===== config.mk =====
export PLATFORM = sky130hd
export DESIGN_NAME = nmea_rmc_speed_parser_core
export DESIGN_NICKNAME = d
export VERILOG_FILES = /design/src/sv/nrsp_pkg.sv /design/src/sv/nrsp_front.sv /design/src/sv/nrsp_fifo.sv /design/src/sv/nrsp_back.sv /design/src/sv/nmea_rmc_speed_parser_core.sv
export VERILOG_INCLUDE_DIRS = /design/src /design/src/sv
export SDC_FILE = /design/constraint.sdc
export NUM_CORES = 2
export LEC_CHECK = 0
export ABC_AREA = 1
export ABC_CLOCK_PERIOD_IN_PS = 10240
export BUFFER_PORTS_ARGS = -buffer_cell sky130_fd_sc_hd__buf_2
export CORE_AREA = 2 2 266 268
export CTS_CLUSTER_SIZE = 28
export DETAILED_ROUTE_END_ITERATION = 16
export DIE_AREA = 0 0 268 270
export GPL_TIMING_DRIVEN = 0
export RECOVER_POWER = 50
export SYNTH_ARGS = -nofsm -noshare
export SYNTH_HDL_FRONTEND = slang
export SYNTH_SLANG_ARGS = --single-unit

===== constraint.sdc =====
create_clock -name clk_i -period 10.24 [get_ports clk_i]
set_input_delay 0.512 -clock clk_i [delete_from_list [all_inputs] [get_ports clk_i]]
set_output_delay 0.512 -clock clk_i [all_outputs]
set_load 0.01 [all_outputs]

===== src/sv/nmea_rmc_speed_parser_core_macros.svh =====
// Assertion helpers shared by the parser modules.
`ifndef NMEA_RMC_SPEED_PARSER_CORE_MACROS_SVH
`define NMEA_RMC_SPEED_PARSER_CORE_MACROS_SVH

// Check a property on the rising edge, ignored while reset is asserted.
`define NRSP_ASSERT(lbl, clk, rst_n, prop, msg) \
  lbl: assert property (@(posedge clk) disable iff (!rst_n) prop) \
    else $error(msg);

// Check a property on the rising edge at all times, reset included.
`define NRSP_ASSERT_ALWAYS(lbl, clk, prop, msg) \
  lbl: assert property (@(posedge clk) prop) \
    else $error(msg);

`endif


===== src/sv/nrsp_pkg.sv =====
package nrsp_pkg;

  // Characters of interest in the sentence stream
  localparam logic [7:0] CharNul    = 8'h00;
  localparam logic [7:0] CharLf     = 8'h0A;
  localparam logic [7:0] CharDollar = 8'h24;
  localparam logic [7:0] CharStar   = 8'h2A;
  localparam logic [7:0] CharComma  = 8'h2C;
  localparam logic [7:0] CharDot    = 8'h2E;
  localparam logic [7:0] CharZero   = 8'h30;
  localparam logic [7:0] CharNine   = 8'h39;

  // Field index of speed over ground, header length
  localparam logic [2:0] SpeedField = 3'd7;
  localparam int unsigned HdrLen    = 6;

  // Knots to km/h: (tenths * 1852) / 10000, divide done by reciprocal
  localparam logic [31:0] KnotMul   = 32'd1852;
  localparam logic [31:0] DivRecip  = 32'd3518437209;
  localparam int unsigned DivShift  = 45;

  // Line-end queue depth
  localparam int unsigned FifoDepth = 4;

  // One finished line handed from the front to the back
  typedef struct packed {
    logic        ok;
    logic [23:0] knots;
  } evt_t;

  // Expected header text, one character per position
  function automatic logic [7:0] hdr_char(input logic [2:0] idx);
    logic [7:0] c;
    unique case (idx)
      3'd0:    c = 8'h24;
      3'd1:    c = 8'h47;
      3'd2:    c = 8'h4E;
      3'd3:    c = 8'h52;
      3'd4:    c = 8'h4D;
      3'd5:    c = 8'h43;
      default: c = 8'h00;
    endcase
    return c;
  endfunction

endpackage


===== src/sv/nrsp_front.sv =====
`include "nmea_rmc_speed_parser_core_macros.svh"

module nrsp_front #(
  parameter int unsigned LINE_MAX = 128
) (
  input  logic          clk_i,
  input  logic          rst_ni,
  input  logic          in_valid_i,
  output logic          in_ready_o,
  input  logic [7:0]    rx_byte_i,
  output logic          evt_valid_o,
  output nrsp_pkg::evt_t evt_o,
  input  logic          evt_ready_i
);
  import nrsp_pkg::*;

  localparam int unsigned PosW = $clog2(LINE_MAX);
  localparam logic [PosW-1:0] PosMax = PosW'(LINE_MAX - 1);
  localparam logic [PosW-1:0] PosHdr = PosW'(HdrLen);

  typedef struct packed {
    logic        hdr;
    logic [2:0]  fnum;
    logic [3:0]  flen;
    logic [1:0]  dots;
    logic        bad;
    logic [23:0] knots;
    logic        dot_seen;
    logic        frac;
    logic        stopped;
    logic [23:0] cand_k;
    logic        cand_v;
  } scan_t;

  localparam scan_t ScanClr = '{hdr: 1'b1, default: '0};

  scan_t           scan_q, scan_d, base, nxt;
  logic [PosW-1:0] pos_q, pos_d, base_pos, nxt_pos;
  logic            accept, is_dollar, is_lf, is_digit;

  assign in_ready_o = evt_ready_i;
  assign accept     = in_valid_i && in_ready_o;
  assign is_dollar  = (rx_byte_i == CharDollar);
  assign is_lf      = (rx_byte_i == CharLf);
  assign is_digit   = (rx_byte_i >= CharZero) && (rx_byte_i <= CharNine);

  // Classify the byte against the line state
  always_comb begin
    base     = is_dollar ? ScanClr : scan_q;
    base_pos = is_dollar ? '0 : pos_q;
    nxt      = base;
    nxt_pos  = base_pos;
    if (base_pos < PosMax) begin
      if (base_pos < PosHdr && rx_byte_i != hdr_char(base_pos[2:0])) begin
        nxt.hdr = 1'b0;
      end
      if (!base.stopped) begin
        priority if (rx_byte_i == CharNul) begin
          nxt.stopped = 1'b1;
        end else if (rx_byte_i == CharComma || rx_byte_i == CharStar) begin
          if (base.fnum == SpeedField) begin
            nxt.cand_v  = (base.flen >= 4'd3) && (base.flen <= 4'd7) &&
                          !base.bad && (base.dots == 2'd1);
            if (nxt.cand_v) begin
              nxt.cand_k = base.knots;
            end
            nxt.stopped = 1'b1;
          end else begin
            nxt.fnum = base.fnum + 3'd1;
          end
        end else if (base.fnum == SpeedField) begin
          if (base.flen < 4'd8) begin
            nxt.flen = base.flen + 4'd1;
          end
          priority if (rx_byte_i == CharDot) begin
            if (base.dots < 2'd2) begin
              nxt.dots = base.dots + 2'd1;
            end
            nxt.dot_seen = 1'b1;
          end else if (is_digit) begin
            if (!base.frac) begin
              nxt.knots = (base.knots << 3) + (base.knots << 1) +
                          {20'd0, rx_byte_i[3:0]};
              if (base.dot_seen) begin
                nxt.frac = 1'b1;
              end
            end
          end else begin
            nxt.bad = 1'b1;
          end
        end
      end
      nxt_pos = base_pos + PosW'(1);
    end
  end

  // Hand a finished line to the queue
  assign evt_valid_o = accept && is_lf;
  assign evt_o.ok    = nxt.hdr && (nxt_pos >= PosHdr) && nxt.cand_v;
  assign evt_o.knots = nxt.cand_k;

  // Advance the line state, restart at a dollar or after a line feed
  always_comb begin
    scan_d = scan_q;
    pos_d  = pos_q;
    if (accept) begin
      if (is_lf) begin
        scan_d = ScanClr;
        pos_d  = '0;
      end else begin
        scan_d = nxt;
        pos_d  = nxt_pos;
      end
    end
  end

  always_ff @(posedge clk_i or negedge rst_ni) begin
    if (!rst_ni) begin
      scan_q <= ScanClr;
      pos_q  <= '0;
    end else begin
      scan_q <= scan_d;
      pos_q  <= pos_d;
    end
  end

  `NRSP_ASSERT(a_dollar_restart, clk_i, rst_ni,
    (accept && is_dollar) |=> (pos_q == PosW'(1)), "dollar did not restart line")
  `NRSP_ASSERT_ALWAYS(a_pos_bound, clk_i, (!rst_ni || (pos_q <= PosMax)),
    "line position overrun")

endmodule


===== src/sv/nrsp_fifo.sv =====
`include "nmea_rmc_speed_parser_core_macros.svh"

module nrsp_fifo #(
  parameter int unsigned WIDTH = 25,
  parameter int unsigned DEPTH = 4
) (
  input  logic             clk_i,
  input  logic             rst_ni,
  input  logic             push_valid_i,
  output logic             push_ready_o,
  input  logic [WIDTH-1:0] push_data_i,
  output logic             pop_valid_o,
  input  logic             pop_ready_i,
  output logic [WIDTH-1:0] pop_data_o
);

  localparam int unsigned PtrW = $clog2(DEPTH);
  localparam int unsigned CntW = $clog2(DEPTH + 1);
  localparam logic [PtrW-1:0] PtrLast = PtrW'(DEPTH - 1);
  localparam logic [CntW-1:0] CntFull = CntW'(DEPTH);

  logic [WIDTH-1:0] mem_q [DEPTH];
  logic [PtrW-1:0]  wr_q, wr_d, rd_q, rd_d;
  logic [CntW-1:0]  cnt_q, cnt_d;
  logic             push, pop;

  assign push_ready_o = (cnt_q != CntFull);
  assign pop_valid_o  = (cnt_q != '0);
  assign pop_data_o   = mem_q[rd_q];
  assign push         = push_valid_i && push_ready_o;
  assign pop          = pop_valid_o && pop_ready_i;

  // Advance pointers and count
  always_comb begin
    wr_d  = wr_q;
    rd_d  = rd_q;
    cnt_d = cnt_q;
    if (push) begin
      wr_d = (wr_q == PtrLast) ? '0 : wr_q + PtrW'(1);
    end
    if (pop) begin
      rd_d = (rd_q == PtrLast) ? '0 : rd_q + PtrW'(1);
    end
    unique case ({push, pop})
      2'b10:   cnt_d = cnt_q + CntW'(1);
      2'b01:   cnt_d = cnt_q - CntW'(1);
      default: cnt_d = cnt_q;
    endcase
  end

  always_ff @(posedge clk_i or negedge rst_ni) begin
    if (!rst_ni) begin
      wr_q  <= '0;
      rd_q  <= '0;
      cnt_q <= '0;
    end else begin
      wr_q  <= wr_d;
      rd_q  <= rd_d;
      cnt_q <= cnt_d;
    end
  end

  // Store the pushed item
  always_ff @(posedge clk_i) begin
    if (push) begin
      mem_q[wr_q] <= push_data_i;
    end
  end

  `NRSP_ASSERT_ALWAYS(a_cnt_bound, clk_i, (!rst_ni || (cnt_q <= CntFull)),
    "queue count overrun")
  `NRSP_ASSERT(a_ptr_gap, clk_i, rst_ni,
    (cnt_q == '0 || cnt_q == CntFull) |-> (wr_q == rd_q), "queue pointers out of step")

endmodule


===== src/sv/nrsp_back.sv =====
`include "nmea_rmc_speed_parser_core_macros.svh"

module nrsp_back (
  input  logic           clk_i,
  input  logic           rst_ni,
  input  logic           evt_valid_i,
  input  nrsp_pkg::evt_t evt_i,
  output logic           evt_ready_o,
  output logic           out_valid_o,
  input  logic           out_ready_i,
  output logic [15:0]    speed_kmph_o,
  output logic           speed_updated_o
);
  import nrsp_pkg::*;

  logic        en;
  logic        v1_q, v2_q, out_valid_q;
  logic        ok1_q, ok2_q, upd_q;
  logic [31:0] prod1_d, prod1_q;
  logic [63:0] prod2_d, prod2_q;
  logic [15:0] quot, speed_d, speed_q, held_q;

  // Move the whole pipeline unless the result register is stalled
  assign en          = !out_valid_q || out_ready_i;
  assign evt_ready_o = en;

  // Scale tenths of a knot, then divide by reciprocal multiply
  assign prod1_d = 32'(evt_i.knots) * KnotMul;
  assign prod2_d = {32'd0, prod1_q} * {32'd0, DivRecip};
  assign quot    = prod2_q[DivShift+15:DivShift];
  assign speed_d = ok2_q ? quot : held_q;

  always_ff @(posedge clk_i or negedge rst_ni) begin
    if (!rst_ni) begin
      v1_q        <= 1'b0;
      v2_q        <= 1'b0;
      out_valid_q <= 1'b0;
      held_q      <= 16'd1;
    end else if (en) begin
      v1_q        <= evt_valid_i;
      v2_q        <= v1_q;
      out_valid_q <= v2_q;
      if (v2_q) begin
        held_q <= speed_d;
      end
    end
  end

  // Hold payload stages along with the valid bits
  always_ff @(posedge clk_i) begin
    if (en) begin
      ok1_q   <= evt_i.ok;
      prod1_q <= prod1_d;
      ok2_q   <= ok1_q;
      prod2_q <= prod2_d;
      if (v2_q) begin
        speed_q <= speed_d;
        upd_q   <= ok2_q;
      end
    end
  end

  assign out_valid_o     = out_valid_q;
  assign speed_kmph_o    = speed_q;
  assign speed_updated_o = upd_q;

  `NRSP_ASSERT(a_out_is_held, clk_i, rst_ni,
    out_valid_q |-> (speed_q == held_q), "shown speed differs from held speed")
  `NRSP_ASSERT(a_stall_freeze, clk_i, rst_ni,
    !en |=> ($stable(v1_q) && $stable(v2_q)), "pipeline moved during stall")

endmodule


===== src/sv/nmea_rmc_speed_parser_core.sv =====
// NMEA RMC speed-over-ground parser.
// Input channel: one received byte per item (in_valid_i / in_ready_o,
// rx_byte_i). Output channel: one item per line feed (out_valid_o /
// out_ready_i) with speed_kmph_o, the held speed in km/h after that line,
// and speed_updated_o, set when the line was a $GNRMC sentence with a valid
// speed field. Other bytes produce no output item.
// Throughput: one byte per cycle while the queue has room. The front updates
// the line state in the cycle a byte is taken; a line feed enters a 4-entry
// queue, and the back runs a two-multiplier pipeline (scale by 1852,
// reciprocal divide by 10000) plus a result register.
// When the receiver stalls, the result register and pipeline hold; the
// front keeps taking bytes until the queue fills, then drops in_ready_o.
// Reset clears the line state, empties the queue and sets the held speed
// to 1; no clearing pass is needed.
module nmea_rmc_speed_parser_core #(
  parameter int unsigned LINE_MAX = 128
) (
  input  logic        clk_i,
  input  logic        rst_ni,
  input  logic        in_valid_i,
  output logic        in_ready_o,
  input  logic [7:0]  rx_byte_i,
  output logic        out_valid_o,
  input  logic        out_ready_i,
  output logic [15:0] speed_kmph_o,
  output logic        speed_updated_o
);
  import nrsp_pkg::*;

  localparam int unsigned EvtW = $bits(evt_t);

  evt_t front_evt, back_evt;
  logic front_valid, front_ready, back_valid, back_ready;

  nrsp_front #(
    .LINE_MAX (LINE_MAX)
  ) u_front (
    .clk_i       (clk_i),
    .rst_ni      (rst_ni),
    .in_valid_i  (in_valid_i),
    .in_ready_o  (in_ready_o),
    .rx_byte_i   (rx_byte_i),
    .evt_valid_o (front_valid),
    .evt_o       (front_evt),
    .evt_ready_i (front_ready)
  );

  nrsp_fifo #(
    .WIDTH (EvtW),
    .DEPTH (FifoDepth)
  ) u_fifo (
    .clk_i        (clk_i),
    .rst_ni       (rst_ni),
    .push_valid_i (front_valid),
    .push_ready_o (front_ready),
    .push_data_i  (front_evt),
    .pop_valid_o  (back_valid),
    .pop_ready_i  (back_ready),
    .pop_data_o   (back_evt)
  );

  nrsp_back u_back (
    .clk_i           (clk_i),
    .rst_ni          (rst_ni),
    .evt_valid_i     (back_valid),
    .evt_i           (back_evt),
    .evt_ready_o     (back_ready),
    .out_valid_o     (out_valid_o),
    .out_ready_i     (out_ready_i),
    .speed_kmph_o    (speed_kmph_o),
    .speed_updated_o (speed_updated_o)
  );

endmodule

## Yosys cells after proc, flatten, opt, wreduce, memory -nomap -nowiden

Memories as Yosys holds them, arrays and structs flattened.
Cells that the tools add are included.

| word-level totals | value |
|---|---|
| input bits | 12 |
| output and inout bits | 19 |
| memory bits (read-only) | 0 |
| register bits after elaboration | 204 |
| bits in latches | 0 |
| RAM bits | 100 |
| word-level logic and storage cells | 123 |
| memories | 1 |

Memories:

| memory | words | width | rd ports | clocked after memory_dff | write ports | RTL line | source |
|---|---|---|---|---|---|---|---|
| u_fifo.mem_q | 4 | 25 | 1 | 0 | 1 | nrsp_fifo.sv:22 | `logic [WIDTH-1:0] mem_q [DEPTH];` |

| cells by class | value |
|---|---|
| divide/modulo/power cells | 0 |
| reductions and logical operators | 20 |
| eq/ne operators | 18 |
| $mul | 2 |
| shift-type cells | 0 |
| mux-type cells | 38 |
| $lt $le $gt $ge | 9 |
| add/subtract/negate cells | 10 |
| bitwise logic cells | 0 |

Operators with widths:

| cell | number |
|---|---|
| two-way mux 63 bit | 3 |
| two-way mux 24 bit | 3 |
| two-way mux 33 bit | 2 |
| two-way mux 62 bit | 1 |
| multiplier 30 x 32 -> 59 bit (second input constant) | 1 |
| two-way mux 26 bit | 2 |
| two-way mux 25 bit | 2 |
| one-hot mux 7 bit (6 select lines) | 1 |
| two-way mux 36 bit | 1 |
| == test 8 x 6 -> 1 bit (second input constant) | 4 |
| multiplier 24 x 9 -> 30 bit (second input constant) | 1 |
| adder 24 bit | 1 |
| adder 24 x 4 -> 24 bit | 1 |
| two-way mux 7 bit | 3 |
| two-way mux 16 bit | 1 |
| logical AND 1 bit | 11 |
| two-way mux 1 bit | 10 |
| == test 3 bit (second input constant) | 3 |
| == test 8 x 4 -> 1 bit (second input constant) | 1 |
| >= comparator 8 x 6 -> 1 bit (second input constant) | 1 |
| less-or-equal comparator 8 x 6 -> 1 bit (second input constant) | 1 |
| logical NOT 8 bit | 1 |
| two-way mux 2 bit | 4 |
| two-way mux 8 bit | 1 |
| other kinds (27) | 37 |

## Logic depth before layout (Yosys ltp)

| logic depth | value |
|---|---|
| word-level depth | 14 |
| depth in mapped cells | 29 |
| depth with buffers taken out | 29 |

## Cells and area by module

From an unflattened synthesis, not the netlist that was laid out.

| unflattened totals | value |
|---|---|
| cell total of the unflattened synthesis | 4,061 |
| area total of the unflattened synthesis | 35,236.3 um^2 |

By module, submodules not included:

| module | cells each | seq. area each (um^2) | area an instance (um^2) | times used |
|---|---|---|---|---|
| nrsp_back | 2,702 | 2,428.6 | 24,394.6 | 1 |
| nrsp_front | 1,009 | 1,752.9 | 6,428.7 | 1 |
| nrsp_fifo | 350 | 3,178.0 | 4,413.0 | 1 |

## Worst setup path before layout

Ideal clock, no wire load.

| timing path | value |
|---|---|
| kind | register to register |
| start point | register u_back.prod1_q[14] |
| end point | register u_back.prod2_q[55] (data pin) |
| arrival | 5,863 ps |
| path slack | 4,125 ps |
| setup time | 252 ps |
| clock period less this slack | 6,115 ps |
| cell stages (with the launch flop) | 23 |
| buffers on the path | 0 |
| data required time | 9,988 ps |
| path through | edfxtp_1 > fa_1 > fa_1 > inv_1 > fa_1 > fa_1 > fa_1 > inv_1 > fa_1 > fa_1 > inv_1 > fa_1 > inv_1 > ha_1 > nand2_1 > nor2_1 > nand2_1 > nor4_1 > nand3_1 > nand3_1 > nand3_1 > nand3_1 > nand2_1 |

| between the ends | value |
|---|---|
| cells in the longest elaborated chain, start to end | 1 |

RTL lines:

| what | RTL line | source |
|---|---|---|
| start, declared | nrsp_back.sv:19 | `logic [31:0] prod1_d, prod1_q;` |
| start signal, assigned | nrsp_back.sv:53 | `prod1_q <= prod1_d;` |
| multiplier 30 x 32 -> 59 bit | nrsp_back.sv:29 | `assign prod2_d = {32'd0, prod1_q} * {32'd0, DivRecip};` |
| named net u_back.prod2_d[55] | nrsp_back.sv:20 | `logic [63:0] prod2_d, prod2_q;` |
| end signal, assigned | nrsp_back.sv:55 | `prod2_q <= prod2_d;` |
| end, declared | nrsp_back.sv:20 |  |

The timed path passes the listed nets, and every way through them passes these cells.
A chain may end at the register's enable or synchronous reset.

## Worst setup path after layout

| timing path | value |
|---|---|
| start point | register u_back.prod1_q[12] |
| end point | register u_back.prod2_q[48] (data pin) |

Same word-level chain as after synthesis.

==> results.json <==
{
  "drt_iter0_drc": 1544,
  "met2_usage_pct": 46.65,
  "skew_ps": 39.26,
  "synth_edf_count": 165,
  "synth_top_family_by_area": "adder cells",
  "hold_viol": 0,
  "crit_arrival_ps": 8120,
  "ys_seq_area_share_pct": 21.39,
  "wl_microns": 92140,
  "crit_slowest_cell": "edfxtp_1",
  "place.gp.congestion": 0.9436,
  "use_met1_pct": 35.39,
  "r2r_cells": 22,
  "cp.required_ps": 10540,
  "whs_path_depth": 4,
  "vias_per_cell": 5.154,
  "cap_viol_max_count": 5,
  "synth_mux_area_share_pct": 0,
  "die_w_microns": 268,
  "firstDrtPassIters": 5,
  "cts_tree": "yes",
  "synth_compound_gate_area_share_pct": 8.051,
  "grt_pass1_vias": 26420,
  "cts.path.max_buffers": 3,
  "synth-xor-area-share_pct": 1.400,
  "holdBufCountCts": 0,
  "wire_per_inst_microns": 19.17,
  "crit_fanout": 8,
  "min_period_ps": 7820,
  "grt_pass1_wl_microns": 147800,
  "r2r-end": "u_back.prod2_q[48]$_DFFE_PN_",
  "yosysTopAreaCell": "fa_1",
  "overflow": 0,
  "antenna_left": 0,
  "antennaDiodeCount": 0,
  "period_share_pct": 76.37,
  "drive_above_1_share_pct": 2.819,
  "tns_ps": 0,
  "critPathCaptureType": "flip-flop",
  "worst_pin_slew_ps": 3050,
  "cts_buffers": 27,
  "timing.fmax_ghz": 0.1279,
  "cts_resized": 0,
  "timing.final.max_slew_violations": 182,
  "antenna_found_initial": 1,
  "numClockSinks": 261,
  "synth_cell_type_count": 49,
  "clk_pin_slew_worst_paths_ps": 70,
  "hold_start": "out_ready_i",
  "status": "finished, violations left",
  "synthCells": 3785,
  "vias": 24770,
  "min_to": "u_back.v2_q$_DFFE_PN0N_",
  "crit_type": "flip-flop to flip-flop",
  "root_buffer": "clkbuf_16",
  "grt_use_total_pct": 26.67,
  "htreeDepth": 1,
  "syn-mean-instance-area_sq_um": 9.091,
  "synth-seq-cells": 261,
  "synthSimpleGateAreaFrac_pct": 12.58,
  "final_cell_mix": "inv_1 (954), nand2_1 (533), fa_1 (493)",
  "relSlewSlack_pct": -103.3,
  "critical_path.top_delay_family": "adder cells",
  "final_area_sq_um": 36590,
  "synth_top_area_share_pct": 28.68,
  "cts_setup_buffers": 0,
  "ys_warn_count": 0,
  "num_io_pins": 31,
  "path_cells": "inv_1, ha_1, nor2_1, nor2_1, ha_1, fa_1, fa_1, fa_1, fa_1, fa_1, inv_1, fa_1, inv_1, ha_1, nand2_1, nor2_1, inv_1, nor3_1, nand4_1, o21bai_1, nand4_1, nand2_1",
  "top_usage_layer": "met2",
  "core_area_sq_um": 69540,
  "die_y_microns": 270,
  "synth.net_count": 4748,
  "synth_ff_type": "edfxtp_1",
  "crit_top_cell": "fa_1",
  "grt_max_degree": 53,
  "syn_to_final_growth_pct": 6.342,
  "dieArea_sq_um": 72360,
  "violations": "max-capacitance violations, max-slew violations",
  "dp_hpwl_microns": 78900,
  "rows": 97,
  "layout_commonest_cell": "inv_1",
  "clk_latency_ps": 580,
  "grt_util_met3_pct": 1.650,
  "reg2reg_slack_ps": 2420,
  "cp_slowest_stage_delay_ps": 660,
  "rsz0062_at_grt": "no",
  "synthArstFlopShare_pct": 36.78,
  "synthesis.area_sq_um": 34410,
  "drc": 0,
  "path_buf_inv": 4,
  "numPortBuffers": 30,
  "min_path_type": "input port to flip-flop",
  "initial_core_util_pct": 49.48,
  "start_kind": "flip-flop",
  "synthTopCellsByArea": "fa_1 (29%), ha_1 (17%), edfxtp_1 (14%), inv_1 (10%), dfrtp_1 (6.8%)",
  "rr_startpoint": "u_back.prod1_q[12]$_DFFE_PN_",
  "setup_viol_count_final": 0,
  "dpl_cell_area_sq_um": 35810,
  "final_nets": 4809,
  "synth-adder-area-share_pct": 45.34
}
==> through the flow <==
step	instances	setup slack (ps)	util (%)	hold WS, ps
floorplan	3785	4125	-	216.4
global placement	4755	2530	51.38	442.0
detailed placement	4757	2480	51.50	439.6
CTS	4807	2423	52.80	10.69
global route	4807	2088	52.62	429.1
finish	4807	2420	52.62	415.9
==> state kept, by name, indices dropped and copies added, names as in the netlist, 2 cells and up <==
| register | flops |
|---|---|
| u_front.scan_q | 63 |
| u_fifo.wr_q | 2 |
| u_front.pos_q | 7 |
| u_back.speed_kmph_o | 16 |
| u_fifo.cnt_q | 3 |
| u_back.prod2_q | 16 |
| u_fifo.mem_q | 100 |
| u_back.prod1_q | 30 |
| u_back.held_q | 16 |
| u_fifo.rd_q | 2 |
==> worst max path at each step <==
stage	startpoint	end	slack (ps)	cells past startpoint
6_report	u_back.prod1_q[12]$_DFFE_PN_	u_back.prod2_q[48]$_DFFE_PN_	2420	22
5_1_grt	u_back.prod1_q[12]$_DFFE_PN_	u_back.prod2_q[48]$_DFFE_PN_	2090	22
3_5_place_dp	u_back.prod1_q[12]$_DFFE_PN_	u_back.prod2_q[48]$_DFFE_PN_	2480	22
3_3_place_gp	u_back.prod1_q[12]$_DFFE_PN_	u_back.prod2_q[48]$_DFFE_PN_	2530	22
4_1_cts	u_back.prod1_q[12]$_DFFE_PN_	u_back.prod2_q[48]$_DFFE_PN_	2420	22
2_1_floorplan	u_back.prod1_q[14]$_DFFE_PN_	u_back.prod2_q[55]$_DFFE_PN_	4130	22
==> synth_stat cells, types with 6 or more instances <==
library cell and instances:
a21o_1 21, a21oi_1 151, a31oi_1 11, a32oi_1 6, and2_1 24, buf_2 8, clkbuf_1 41, dfrtp_1 94
edfxtp_1 165, fa_1 493, ha_1 458, inv_1 953, nand2_1 530, nand3_1 121, nand4_1 51, nor2_1 210
nor2_2 6, nor3_1 28, nor4_1 11, o21ai_0 221, o21ai_2 20, o21bai_1 18, o22ai_1 24, or2_2 6
xnor2_1 17, xor2_1 38
==> metal layers <==
metal	wire length, microns	part of all wire, %	vias to the layer above
met3	3280	3.6	148
met4	3403	3.7	0
li1	-	-	12020
met2	45510	49	498
met5	0	0	-
met1	39940	43	12110
==> layout make-up <==
class                   count  area [sq um]
multi-input cells        2507         23160
clock buffers              33         728.2
fillers                  6619         32950
inverters                 959          3600
flip-flops and latches    261          7360
clock inverters            17         173.9
well taps                 940          1176
plain buffers              58         259.0
repair buffers             32         131.4
==> worst register-to-register path, cell delays in order, from the launching register on <==
cell and delay, ps:
edfxtp_1 660, inv_1 230, ha_1 400, nor2_1 630
nor2_1 380, ha_1 450, fa_1 590, fa_1 470
fa_1 460, fa_1 480, fa_1 560, inv_1 70
fa_1 480, inv_1 40, ha_1 300, nand2_1 110
nor2_1 190, inv_1 120, nor3_1 370, nand4_1 130
o21bai_1 240, nand4_1 100, nand2_1 70
==> cells by family after synthesis <==
kind of cell	count (synthesis)
buffers and inverters	1017
AND/OR/NAND/NOR	1007
adder cells (fa/ha/maj)	951
AO/OA/AOI/OAI	494
flip-flops	261
XOR/XNOR	55
Power is left out: the tool's default activity adds up to more than one toggle a clock period on the data nets, which glitch-free logic cannot reach.
